$ cat config.mk
export PLATFORM = sky130hd
export DESIGN_NAME = sensor_frame_timing_calc
export DESIGN_NICKNAME = d
export VERILOG_FILES = /design/src/hw/rtl/sfc_pkg.sv /design/src/hw/rtl/sfc_cfg_regs.sv /design/src/hw/rtl/sensor_frame_timing_calc.sv
export SDC_FILE = /design/constraint.sdc
export NUM_CORES = 2
export LEC_CHECK = 0
export BUFFER_PORTS_ARGS = -buffer_cell sky130_fd_sc_hd__buf_2
export CAP_MARGIN = 20
export CORE_ASPECT_RATIO = 1.2
export CORE_MARGIN = 2
export CORE_UTILIZATION = 39
export CTS_CLUSTER_SIZE = 14
export DETAILED_ROUTE_END_ITERATION = 10
export GPL_TIMING_DRIVEN = 0
export PLACE_DENSITY = 0.59
export SYNTH_ARGS = -nofsm -noshare
export SYNTH_HDL_FRONTEND = slang
export SYNTH_SLANG_ARGS = --single-unit
export TNS_END_PERCENT = 50
$ cat constraint.sdc
create_clock -name clk -period 6.69 [get_ports clk]
set_input_delay 2.007 -clock clk [delete_from_list [all_inputs] [get_ports clk]]
set_output_delay 2.007 -clock clk [all_outputs]
set_load 0.01 [all_outputs]
$ cat src/hw/rtl/sfc_pkg.sv
// Shared types, mode table and divider constants for the frame timing calculator.
// No dependencies; used by sfc_cfg_regs and sensor_frame_timing_calc.
`timescale 1ns / 1ps

package sfc_pkg;

  // Result status codes
  typedef enum logic [2:0] {
    ST_OK        = 3'd0,
    ST_BAD_RATE  = 3'd1,
    ST_ABOVE_MAX = 3'd2,
    ST_NO_CLOCK  = 3'd3,
    ST_CORE_OOR  = 3'd4,
    ST_FRAME_OOR = 3'd5
  } status_t;

  // Configuration register indexes
  localparam logic [1:0] CFG_MASTER_CLK   = 2'd0;
  localparam logic [1:0] CFG_READOUT_MODE = 2'd1;
  localparam logic [1:0] CFG_DATA_ITF     = 2'd2;

  // Readout modes; the last code has no meaning
  localparam logic [1:0] MODE_FULL  = 2'd0;
  localparam logic [1:0] MODE_QVGA  = 2'd1;
  localparam logic [1:0] MODE_QQVGA = 2'd2;
  localparam logic [1:0] MODE_NONE  = 2'd3;

  // Pixel data interfaces; the last code has no divider
  localparam logic [1:0] ITF_8BIT = 2'd0;
  localparam logic [1:0] ITF_4BIT = 2'd1;
  localparam logic [1:0] ITF_1BIT = 2'd2;
  localparam logic [1:0] ITF_NONE = 2'd3;

  typedef struct packed {
    logic [31:0] master_clock_hz;
    logic [1:0]  readout_mode;
    logic [1:0]  data_interface;
  } cfg_t;

  // Core clock limit and derived widths
  localparam int unsigned CORE_MAX_HZ = 6000000;
  localparam int CORE_W = $clog2(CORE_MAX_HZ + 1);

  // Mode table
  localparam logic [15:0] LINE_LONG  = 16'h0178;
  localparam logic [15:0] LINE_SHORT = 16'h00D7;
  localparam logic [15:0] MIN_FULL   = 16'h0158;
  localparam logic [15:0] MIN_QVGA   = 16'h0104;
  localparam logic [15:0] MIN_QQVGA  = 16'h0080;
  localparam logic [7:0]  MAX_FULL   = 8'd45;
  localparam logic [7:0]  MAX_QVGA   = 8'd60;
  localparam logic [7:0]  MAX_QQVGA  = 8'd120;

  // Listed frame rates and their codes
  localparam logic [7:0] FPS_15  = 8'd15;
  localparam logic [7:0] FPS_20  = 8'd20;
  localparam logic [7:0] FPS_30  = 8'd30;
  localparam logic [7:0] FPS_45  = 8'd45;
  localparam logic [7:0] FPS_60  = 8'd60;
  localparam logic [7:0] FPS_120 = 8'd120;

  localparam logic [2:0] FC_15  = 3'd0;
  localparam logic [2:0] FC_20  = 3'd1;
  localparam logic [2:0] FC_30  = 3'd2;
  localparam logic [2:0] FC_45  = 3'd3;
  localparam logic [2:0] FC_60  = 3'd4;
  localparam logic [2:0] FC_120 = 3'd5;

  // Denominators line * fps for every line/rate pair
  localparam longint unsigned DEN_L15  = 64'(LINE_LONG) * 15;
  localparam longint unsigned DEN_L20  = 64'(LINE_LONG) * 20;
  localparam longint unsigned DEN_L30  = 64'(LINE_LONG) * 30;
  localparam longint unsigned DEN_L45  = 64'(LINE_LONG) * 45;
  localparam longint unsigned DEN_L60  = 64'(LINE_LONG) * 60;
  localparam longint unsigned DEN_L120 = 64'(LINE_LONG) * 120;
  localparam longint unsigned DEN_S15  = 64'(LINE_SHORT) * 15;
  localparam longint unsigned DEN_S20  = 64'(LINE_SHORT) * 20;
  localparam longint unsigned DEN_S30  = 64'(LINE_SHORT) * 30;
  localparam longint unsigned DEN_S45  = 64'(LINE_SHORT) * 45;
  localparam longint unsigned DEN_S60  = 64'(LINE_SHORT) * 60;
  localparam longint unsigned DEN_S120 = 64'(LINE_SHORT) * 120;
  localparam longint unsigned DEN_MIN  = DEN_S15;

  // Reciprocals floor(2^32 / den); the estimate is then at most one low
  localparam int RCP_SHIFT = 32;
  localparam longint unsigned RCP_ONE = 64'd1 << RCP_SHIFT;
  localparam int RCP_W = $clog2(RCP_ONE / DEN_MIN + 1);
  localparam int Q_W   = $clog2(CORE_MAX_HZ / DEN_MIN + 2);
  localparam int REM_W = $clog2(2 * DEN_L120);
  localparam int FL_W  = Q_W + 2;
  localparam int P3_W  = Q_W + 16;

  localparam logic [RCP_W-1:0] RCP_L15  = RCP_W'(RCP_ONE / DEN_L15);
  localparam logic [RCP_W-1:0] RCP_L20  = RCP_W'(RCP_ONE / DEN_L20);
  localparam logic [RCP_W-1:0] RCP_L30  = RCP_W'(RCP_ONE / DEN_L30);
  localparam logic [RCP_W-1:0] RCP_L45  = RCP_W'(RCP_ONE / DEN_L45);
  localparam logic [RCP_W-1:0] RCP_L60  = RCP_W'(RCP_ONE / DEN_L60);
  localparam logic [RCP_W-1:0] RCP_L120 = RCP_W'(RCP_ONE / DEN_L120);
  localparam logic [RCP_W-1:0] RCP_S15  = RCP_W'(RCP_ONE / DEN_S15);
  localparam logic [RCP_W-1:0] RCP_S20  = RCP_W'(RCP_ONE / DEN_S20);
  localparam logic [RCP_W-1:0] RCP_S30  = RCP_W'(RCP_ONE / DEN_S30);
  localparam logic [RCP_W-1:0] RCP_S45  = RCP_W'(RCP_ONE / DEN_S45);
  localparam logic [RCP_W-1:0] RCP_S60  = RCP_W'(RCP_ONE / DEN_S60);
  localparam logic [RCP_W-1:0] RCP_S120 = RCP_W'(RCP_ONE / DEN_S120);

  typedef struct packed {
    logic       ok;
    logic [2:0] code;
  } fps_lookup_t;

  function automatic fps_lookup_t fps_lookup(input logic [7:0] fps);
    fps_lookup_t r;
    r.ok = 1'b1;
    unique case (fps)
      FPS_15:  r.code = FC_15;
      FPS_20:  r.code = FC_20;
      FPS_30:  r.code = FC_30;
      FPS_45:  r.code = FC_45;
      FPS_60:  r.code = FC_60;
      FPS_120: r.code = FC_120;
      default: begin
        r.ok   = 1'b0;
        r.code = FC_15;
      end
    endcase
    return r;
  endfunction

  function automatic logic [15:0] mode_line(input logic [1:0] mode);
    unique case (mode)
      MODE_QQVGA: return LINE_SHORT;
      default:    return LINE_LONG;
    endcase
  endfunction

  function automatic logic [15:0] mode_min_frame(input logic [1:0] mode);
    unique case (mode)
      MODE_QVGA:  return MIN_QVGA;
      MODE_QQVGA: return MIN_QQVGA;
      default:    return MIN_FULL;
    endcase
  endfunction

  function automatic logic [7:0] mode_max_fps(input logic [1:0] mode);
    unique case (mode)
      MODE_QVGA:  return MAX_QVGA;
      MODE_QQVGA: return MAX_QQVGA;
      default:    return MAX_FULL;
    endcase
  endfunction

  function automatic logic [15:0] den_sel(input logic short_line, input logic [2:0] code);
    unique case ({short_line, code})
      {1'b0, FC_15}:  return 16'(DEN_L15);
      {1'b0, FC_20}:  return 16'(DEN_L20);
      {1'b0, FC_30}:  return 16'(DEN_L30);
      {1'b0, FC_45}:  return 16'(DEN_L45);
      {1'b0, FC_60}:  return 16'(DEN_L60);
      {1'b0, FC_120}: return 16'(DEN_L120);
      {1'b1, FC_15}:  return 16'(DEN_S15);
      {1'b1, FC_20}:  return 16'(DEN_S20);
      {1'b1, FC_30}:  return 16'(DEN_S30);
      {1'b1, FC_45}:  return 16'(DEN_S45);
      {1'b1, FC_60}:  return 16'(DEN_S60);
      {1'b1, FC_120}: return 16'(DEN_S120);
      default:        return 16'(DEN_L15);
    endcase
  endfunction

  function automatic logic [RCP_W-1:0] rcp_sel(input logic short_line,
                                               input logic [2:0] code);
    unique case ({short_line, code})
      {1'b0, FC_15}:  return RCP_L15;
      {1'b0, FC_20}:  return RCP_L20;
      {1'b0, FC_30}:  return RCP_L30;
      {1'b0, FC_45}:  return RCP_L45;
      {1'b0, FC_60}:  return RCP_L60;
      {1'b0, FC_120}: return RCP_L120;
      {1'b1, FC_15}:  return RCP_S15;
      {1'b1, FC_20}:  return RCP_S20;
      {1'b1, FC_30}:  return RCP_S30;
      {1'b1, FC_45}:  return RCP_S45;
      {1'b1, FC_60}:  return RCP_S60;
      {1'b1, FC_120}: return RCP_S120;
      default:        return RCP_L15;
    endcase
  endfunction

  // Pipeline stage contents
  typedef struct packed {
    status_t           status;
    logic [15:0]       line;
    logic [CORE_W-1:0] core;
    logic [15:0]       den;
    logic [RCP_W-1:0]  rcp;
    logic [15:0]       min_frame;
  } s1_t;

  typedef struct packed {
    status_t           status;
    logic [15:0]       line;
    logic [CORE_W-1:0] core;
    logic [15:0]       den;
    logic [15:0]       min_frame;
    logic [Q_W-1:0]    q0;
  } s2_t;

  typedef struct packed {
    status_t          status;
    logic [15:0]      line;
    logic [15:0]      den;
    logic [15:0]      min_frame;
    logic [Q_W-1:0]   q0;
    logic [REM_W-1:0] rem;
  } s3_t;

  typedef struct packed {
    status_t     status;
    logic [15:0] line;
    logic [15:0] frame;
    logic [15:0] expo;
  } res_t;

endpackage

$ cat src/hw/rtl/sfc_cfg_regs.sv
// Configuration register file of the frame timing calculator.
// Depends on sfc_pkg for the register indexes and the cfg_t bundle.
`timescale 1ns / 1ps

module sfc_cfg_regs (
  input  logic          clk,
  input  logic          rst_n,
  input  logic          cfg_valid,
  output logic          cfg_ready,
  input  logic [1:0]    cfg_index,
  input  logic [31:0]   cfg_data,
  output sfc_pkg::cfg_t cfg
);

  sfc_pkg::cfg_t cfg_r;

  // Writes are always accepted
  assign cfg_ready = 1'b1;
  assign cfg = cfg_r;

  // Register writes; unknown indexes are dropped
  always_ff @(posedge clk) begin
    if (!rst_n) begin
      cfg_r <= '0;
    end else if (cfg_valid && cfg_ready) begin
      unique case (cfg_index)
        sfc_pkg::CFG_MASTER_CLK:   cfg_r.master_clock_hz <= cfg_data;
        sfc_pkg::CFG_READOUT_MODE: cfg_r.readout_mode    <= cfg_data[1:0];
        sfc_pkg::CFG_DATA_ITF:     cfg_r.data_interface  <= cfg_data[1:0];
        default: ;
      endcase
    end
  end

endmodule

$ cat src/hw/rtl/sensor_frame_timing_calc.sv
// Top level of the frame timing calculator: checks, reciprocal divider pipeline.
// Depends on sfc_pkg and sfc_cfg_regs.
`timescale 1ns / 1ps

// A request word carries a target frame rate; each one returns exactly one result
// word with a status code and the line length, frame length and maximum
// integration. The pipeline is four register stages deep (checks and core clock,
// reciprocal multiply, remainder, correction and range check), and a new request
// is taken every cycle unless the pipeline is full and the output is stalled.
// The frame length division is a multiply by a constant reciprocal selected
// from the line/rate pair, followed by one correction step. Configuration writes
// are always accepted and must only be issued while no request is in flight.
module sensor_frame_timing_calc (
  input  logic        clk,
  input  logic        rst_n,
  // request channel
  input  logic        in_valid,
  output logic        in_stall,
  input  logic [7:0]  in_target_fps,
  // result channel
  output logic        out_valid,
  input  logic        out_stall,
  output logic [2:0]  out_status,
  output logic [15:0] out_line_length,
  output logic [15:0] out_frame_length,
  output logic [15:0] out_max_exposure,
  // configuration channel
  input  logic        cfg_valid,
  output logic        cfg_ready,
  input  logic [1:0]  cfg_index,
  input  logic [31:0] cfg_data
);

  sfc_pkg::cfg_t cfg;

  sfc_cfg_regs u_cfg (
    .clk       (clk),
    .rst_n     (rst_n),
    .cfg_valid (cfg_valid),
    .cfg_ready (cfg_ready),
    .cfg_index (cfg_index),
    .cfg_data  (cfg_data),
    .cfg       (cfg)
  );

  logic s1_v_r, s2_v_r, s3_v_r, out_v_r;
  sfc_pkg::s1_t  s1_r, s1_nxt;
  sfc_pkg::s2_t  s2_r, s2_nxt;
  sfc_pkg::s3_t  s3_r, s3_nxt;
  sfc_pkg::res_t out_r, out_nxt;
  logic rdy1, rdy2, rdy3, rdy4;

  // Per-stage advance: a stage moves when empty or when the next one moves
  assign rdy4 = !out_v_r || !out_stall;
  assign rdy3 = !s3_v_r || rdy4;
  assign rdy2 = !s2_v_r || rdy3;
  assign rdy1 = !s1_v_r || rdy2;
  assign in_stall = !rdy1;

  // Stage 1: argument checks and core clock
  sfc_pkg::fps_lookup_t fl_lu;
  logic        mode_ok;
  logic [30:0] core_full;

  always_comb begin
    fl_lu   = sfc_pkg::fps_lookup(in_target_fps);
    mode_ok = (cfg.readout_mode != sfc_pkg::MODE_NONE);
    core_full = (cfg.data_interface == sfc_pkg::ITF_1BIT) ?
                31'(cfg.master_clock_hz >> 3) : 31'(cfg.master_clock_hz >> 1);

    s1_nxt.line      = mode_ok ? sfc_pkg::mode_line(cfg.readout_mode) : 16'd0;
    s1_nxt.core      = core_full[sfc_pkg::CORE_W-1:0];
    s1_nxt.min_frame = sfc_pkg::mode_min_frame(cfg.readout_mode);
    s1_nxt.den       = sfc_pkg::den_sel(cfg.readout_mode == sfc_pkg::MODE_QQVGA,
                                        fl_lu.code);
    s1_nxt.rcp       = sfc_pkg::rcp_sel(cfg.readout_mode == sfc_pkg::MODE_QQVGA,
                                        fl_lu.code);

    priority if (!fl_lu.ok || !mode_ok) begin
      s1_nxt.status = sfc_pkg::ST_BAD_RATE;
    end else if (in_target_fps > sfc_pkg::mode_max_fps(cfg.readout_mode)) begin
      s1_nxt.status = sfc_pkg::ST_ABOVE_MAX;
    end else if (cfg.data_interface == sfc_pkg::ITF_NONE ||
                 cfg.master_clock_hz == 32'd0) begin
      s1_nxt.status = sfc_pkg::ST_NO_CLOCK;
    end else if (core_full == 31'd0 || core_full > 31'(sfc_pkg::CORE_MAX_HZ)) begin
      s1_nxt.status = sfc_pkg::ST_CORE_OOR;
    end else begin
      s1_nxt.status = sfc_pkg::ST_OK;
    end
  end

  // Stage 2: quotient estimate core * (2^32 / den) >> 32
  logic [sfc_pkg::CORE_W+sfc_pkg::RCP_W-1:0] prod2;

  always_comb begin
    prod2 = (sfc_pkg::CORE_W+sfc_pkg::RCP_W)'(s1_r.core) *
            (sfc_pkg::CORE_W+sfc_pkg::RCP_W)'(s1_r.rcp);
    s2_nxt.status    = s1_r.status;
    s2_nxt.line      = s1_r.line;
    s2_nxt.core      = s1_r.core;
    s2_nxt.den       = s1_r.den;
    s2_nxt.min_frame = s1_r.min_frame;
    s2_nxt.q0        = sfc_pkg::Q_W'(prod2 >> sfc_pkg::RCP_SHIFT);
  end

  // Stage 3: remainder core - q0 * den, below twice den
  logic [sfc_pkg::P3_W-1:0] prod3;
  logic [sfc_pkg::P3_W-1:0] diff3;

  always_comb begin
    prod3 = sfc_pkg::P3_W'(s2_r.q0) * sfc_pkg::P3_W'(s2_r.den);
    diff3 = sfc_pkg::P3_W'(s2_r.core) - prod3;
    s3_nxt.status    = s2_r.status;
    s3_nxt.line      = s2_r.line;
    s3_nxt.den       = s2_r.den;
    s3_nxt.min_frame = s2_r.min_frame;
    s3_nxt.q0        = s2_r.q0;
    s3_nxt.rem       = diff3[sfc_pkg::REM_W-1:0];
  end

  // Stage 4: correct the estimate, round up, range check
  logic                   ge;
  logic                   up;
  logic [sfc_pkg::FL_W-1:0] fl;

  always_comb begin
    ge = (s3_r.rem >= sfc_pkg::REM_W'(s3_r.den));
    up = ge ? (s3_r.rem != sfc_pkg::REM_W'(s3_r.den)) : (s3_r.rem != '0);
    fl = sfc_pkg::FL_W'(s3_r.q0) + sfc_pkg::FL_W'(ge) + sfc_pkg::FL_W'(up);

    out_nxt.line  = s3_r.line;
    out_nxt.frame = 16'd0;
    out_nxt.expo  = 16'd0;
    priority if (s3_r.status != sfc_pkg::ST_OK) begin
      out_nxt.status = s3_r.status;
    end else if (32'(fl) < 32'(s3_r.min_frame) || 32'(fl) > 32'hFFFF) begin
      out_nxt.status = sfc_pkg::ST_FRAME_OOR;
    end else begin
      out_nxt.status = sfc_pkg::ST_OK;
      out_nxt.frame  = 16'(fl);
      out_nxt.expo   = 16'(fl) - 16'd2;
    end
  end

  // Valid bits
  always_ff @(posedge clk) begin
    if (!rst_n) begin
      s1_v_r  <= 1'b0;
      s2_v_r  <= 1'b0;
      s3_v_r  <= 1'b0;
      out_v_r <= 1'b0;
    end else begin
      if (rdy1) s1_v_r  <= in_valid;
      if (rdy2) s2_v_r  <= s1_v_r;
      if (rdy3) s3_v_r  <= s2_v_r;
      if (rdy4) out_v_r <= s3_v_r;
    end
  end

  // Stage payloads
  always_ff @(posedge clk) begin
    if (rdy1 && in_valid) s1_r  <= s1_nxt;
    if (rdy2 && s1_v_r)   s2_r  <= s2_nxt;
    if (rdy3 && s2_v_r)   s3_r  <= s3_nxt;
    if (rdy4 && s3_v_r)   out_r <= out_nxt;
  end

  assign out_valid        = out_v_r;
  assign out_status       = out_r.status;
  assign out_line_length  = out_r.line;
  assign out_frame_length = out_r.frame;
  assign out_max_exposure = out_r.expo;

  // A good result carries consistent timing words
  a_ok_expo: assert property (@(posedge clk) disable iff (!rst_n)
    out_v_r && out_r.status == sfc_pkg::ST_OK |->
      out_r.expo == out_r.frame - 16'd2 && out_r.frame >= sfc_pkg::MIN_QQVGA)
    else $error("good result with inconsistent frame/exposure");

  // A failed result has zero frame and exposure
  a_fail_zero: assert property (@(posedge clk) disable iff (!rst_n)
    out_v_r && out_r.status != sfc_pkg::ST_OK |->
      out_r.frame == 16'd0 && out_r.expo == 16'd0)
    else $error("failed result with nonzero timing");

  // Input is only held off when the pipeline is full back to the output
  a_stall_full: assert property (@(posedge clk) disable iff (!rst_n)
    in_stall |-> s1_v_r && s2_v_r && s3_v_r && out_v_r && out_stall)
    else $error("input stalled with room in pipeline");

  // A stalled output word is not overwritten
  a_out_hold: assert property (@(posedge clk) disable iff (!rst_n)
    out_v_r && out_stall |=> out_v_r && $stable(out_r))
    else $error("stalled result changed");

endmodule
==> results.sh <==
export IMPL_synth_area_top_cells="fa_1 (33%), edfxtp_1 (21%), ha_1 (9.5%)"
export IMPL_antenna_found_initial=5
export IMPL_finalCritPeriodShare_pct=104.4
export IMPL_yosysTopAreaCell="fa_1"
export IMPL_netlist_area_um2=29750
export IMPL_synth_top_family_by_area="adder cells"
export IMPL_startpoint_type="flop"
export IMPL_synth_cells=2967
export IMPL_vias_per_cell=4.923
export IMPL_place_congestion=0.9363
export IMPL_setup_violations=10
export IMPL_grt_max_degree=39
export IMPL_synth_edf_count=209
export IMPL_yosysWarnings=0
export IMPL_skew_ps=14.09
export IMPL_area_growth_synth_to_final_pct=14.87
export IMPL_worstMarginPinSlew_ps=984.1
export IMPL_ys_ff_latch=249
export IMPL_cp_end_kind="flop"
export IMPL_synthDistinctLibCells=71
export IMPL_grt_pass1_vias=22315
export IMPL_die_area_um2=78520
export IMPL_drive_gt1_share_pct=13.81
export IMPL_synth_most_common_cell="inv_1"
export IMPL_worstPathArrival_ps=7340
export IMPL_yosys_mux_area_fraction_pct=0.6645
export IMPL_rsz0062_at_grt="yes"
export IMPL_clock_sinks=249
export IMPL_synthAdderAreaFrac_pct=42.68
export IMPL_hold_class="flop to flop"
export IMPL_cts_htree_levels=1
export IMPL_post_route_min_period_ps=6987
export IMPL_hold_viol=0
export IMPL_synth_area_per_cell_um2=10.03
export IMPL_violations="setup timing"
export IMPL_synth_simple_gate_area_share_pct=16.33
export IMPL_hold_slack_ps=416.1
export IMPL_ios=101
export IMPL_cts_tree="yes"
export IMPL_drt_total_wl_um=78950
export IMPL_postRouteAntennaNets=0
export IMPL_placed_cells=4077
export IMPL_grtUsageTotal_pct=20.74
export IMPL_fin_ws_ps=-297.5
export IMPL_path_max_fanout=5
export IMPL_clk_path_buf_depth=3
export IMPL_yosys_area_top_type_share_pct=33.17
export IMPL_cap_violations=0
export IMPL_crit_type="flop to flop"
export IMPL_hpwl_um=64190
export IMPL_drt_iter0_drc=1061
export IMPL_ys_seq_area_share_pct=23.79
export IMPL_cp_data_required_time_ps=7040
export IMPL_synth_compound_area_share_pct=4.853
export IMPL_die_h_um=306.6
export IMPL_slew_limit_headroom_pct=34.19
export IMPL_synth_xor_area_share_pct=2.178
export IMPL_max_freq_mhz=143.1
export IMPL_cts_made_buffers=26
export IMPL_synth_commonest_cells="inv_1 (566), fa_1 (493), nand2_1 (413), and2_1 (353), ha_1 (226)"
export IMPL_path_clk_slew_ps=70
export IMPL_cp_common_cell="fa_1"
export IMPL_async_flop_share_pct=0
export IMPL_dr_pass1_iters=5
export IMPL_num_rows=110
export IMPL_clock_latency_ps=560
export IMPL_crit_chain="clkbuf_8, buf_4, and2_1, fa_1, fa_1, fa_1, fa_1, fa_2, fa_1, inv_1, fa_1, inv_2, ha_4, nand2_2, nor3_4, nand4_1, o221ai_4, o211ai_4, buf_6, o21a_4, a211oi_4"
export IMPL_grt_overflow_total=0
export IMPL_stdcell_count=4222
export IMPL_fp_coreArea_um2=75280
export IMPL_via_count=20784
export IMPL_final_net_count=3961
export IMPL_wl_per_cell_um=18.70
export IMPL_critPathMaxStageDelay_ps=560
export IMPL_die_w_um=256.1
export IMPL_cp_slowest_cell="fa_1"
export IMPL_io_buffer_count=87
export IMPL_status="finished, violations left"
export IMPL_synth_ff_type="edfxtp_1"
export IMPL_drc=0
export IMPL_start_util_pct=39.52
export IMPL_grt_pass1_wl_um=125800
export IMPL_cts_root_buf="clkbuf_16"
export IMPL_drv_slew=0
export IMPL_antenna_cells=0
==> metrics by stage <==
stage,util [%],TNS (ps),area [um^2],worst slack (ps)
floorplan,-,0,29790,344.6
global placement,41.82,-79180,31490,-1744
detailed placement,42.01,-17040,31620,-1762
CTS,44.91,-1778,33810,-296.2
global route,45.39,-3891,34180,-466.8
finish,45.39,-2074,34180,-297.5
==> flip-flops by register name, indices dropped and copies added (netlist names) <==
signal,count
s2_r,54
s3_v_r,1
out_max_exposure,14
s1_r,70
s3_r,51
s2_v_r,1
s1_v_r,1
out_frame_length,11
out_nxt,3
out_valid,1
out_line_length,3
u_cfg.cfg,36
out_status,3
==> what timing repair did <==
item / CTS / global route
buffers inserted: 78 / 24
pin swaps: 43 / 60
hold endpoints to repair: 0 / 0
hold buffers: 0 / 0
gates cloned: 1 / 0
gates resized for setup: 237 / 78
endpoints found under the setup margin: 11 / 11
==> worst max-delay path: cells and delay by family, from the launching register on <==
kind	cells	cell delay [ps]
flops	1	540
buf+inv	5	690
simple gates	4	720
compound gates	4	1120
fa+ha+maj	8	3670
==> metal layers <==
layer	up-vias	global-route usage, %	wire, um
met1	10515	25.13	31250
met5	-	0	0
met3	171	2.036	3394
met4	0	9.166	4000
met2	537	37.39	40300
li1	9561	-	-
==> layout make-up <==
class	count	area, um^2
well taps	1008	1261
fillers	7195	41110
multi-input cells	2005	20420
repair buffers	191	1328
clock inverters	12	108.9
inverters	567	2128
clock buffers	35	694.4
plain buffers	155	1156
flip-flops and latches	249	7077
==> cell usage in the layout, fill, tap and decap left out, drive strengths merged, types with 12 or more instances in the layout <==
| cell | instances |
|---|---|
| a211oi | 12 |
| a21boi | 36 |
| a21o | 26 |
| a21oi | 49 |
| and2 | 353 |
| buf | 250 |
| clkbuf | 131 |
| conb | 12 |
| dfxtp | 40 |
| edfxtp | 209 |
| fa | 493 |
| ha | 226 |
| inv | 567 |
| mux2i | 16 |
| nand2 | 413 |
| nand3 | 24 |
| nand4 | 16 |
| nor2 | 67 |
| nor2b | 15 |
| nor3 | 14 |
| nor4 | 13 |
| o21ai | 34 |
| xnor2 | 54 |
| xor2 | 20 |
==> kinds of logic (layout without fill, tap and decap cells) <==
kind of cell,count (synthesis),after routing
other cells,2,12
mux,19,19
compound gates,214,214
fa+ha+maj,719,719
flops,249,249
xor+xnor,74,74
buf+inv,723,960
simple gates,967,967
==> worst paths after layout <==
| path | to | depth (start not counted) | start | slack, ps |
|---|---|---|---|---|
| setup / recovery | s2_r[10]$_DFFE_PP_ | 21 | s1_r[56]$_DFFE_PP_ | -300 |
| hold reg to reg | s2_r[36]$_DFFE_PP_ | 0 | s1_r[46]$_DFFE_PP_ | 420 |
| hold / removal | s2_r[36]$_DFFE_PP_ | 0 | s1_r[46]$_DFFE_PP_ | 420 |
| setup reg to reg | s2_r[10]$_DFFE_PP_ | 21 | s1_r[56]$_DFFE_PP_ | -300 |
Power is not shown: default switching activity piles up to over one toggle a cycle in this logic, so the estimate is an artifact.
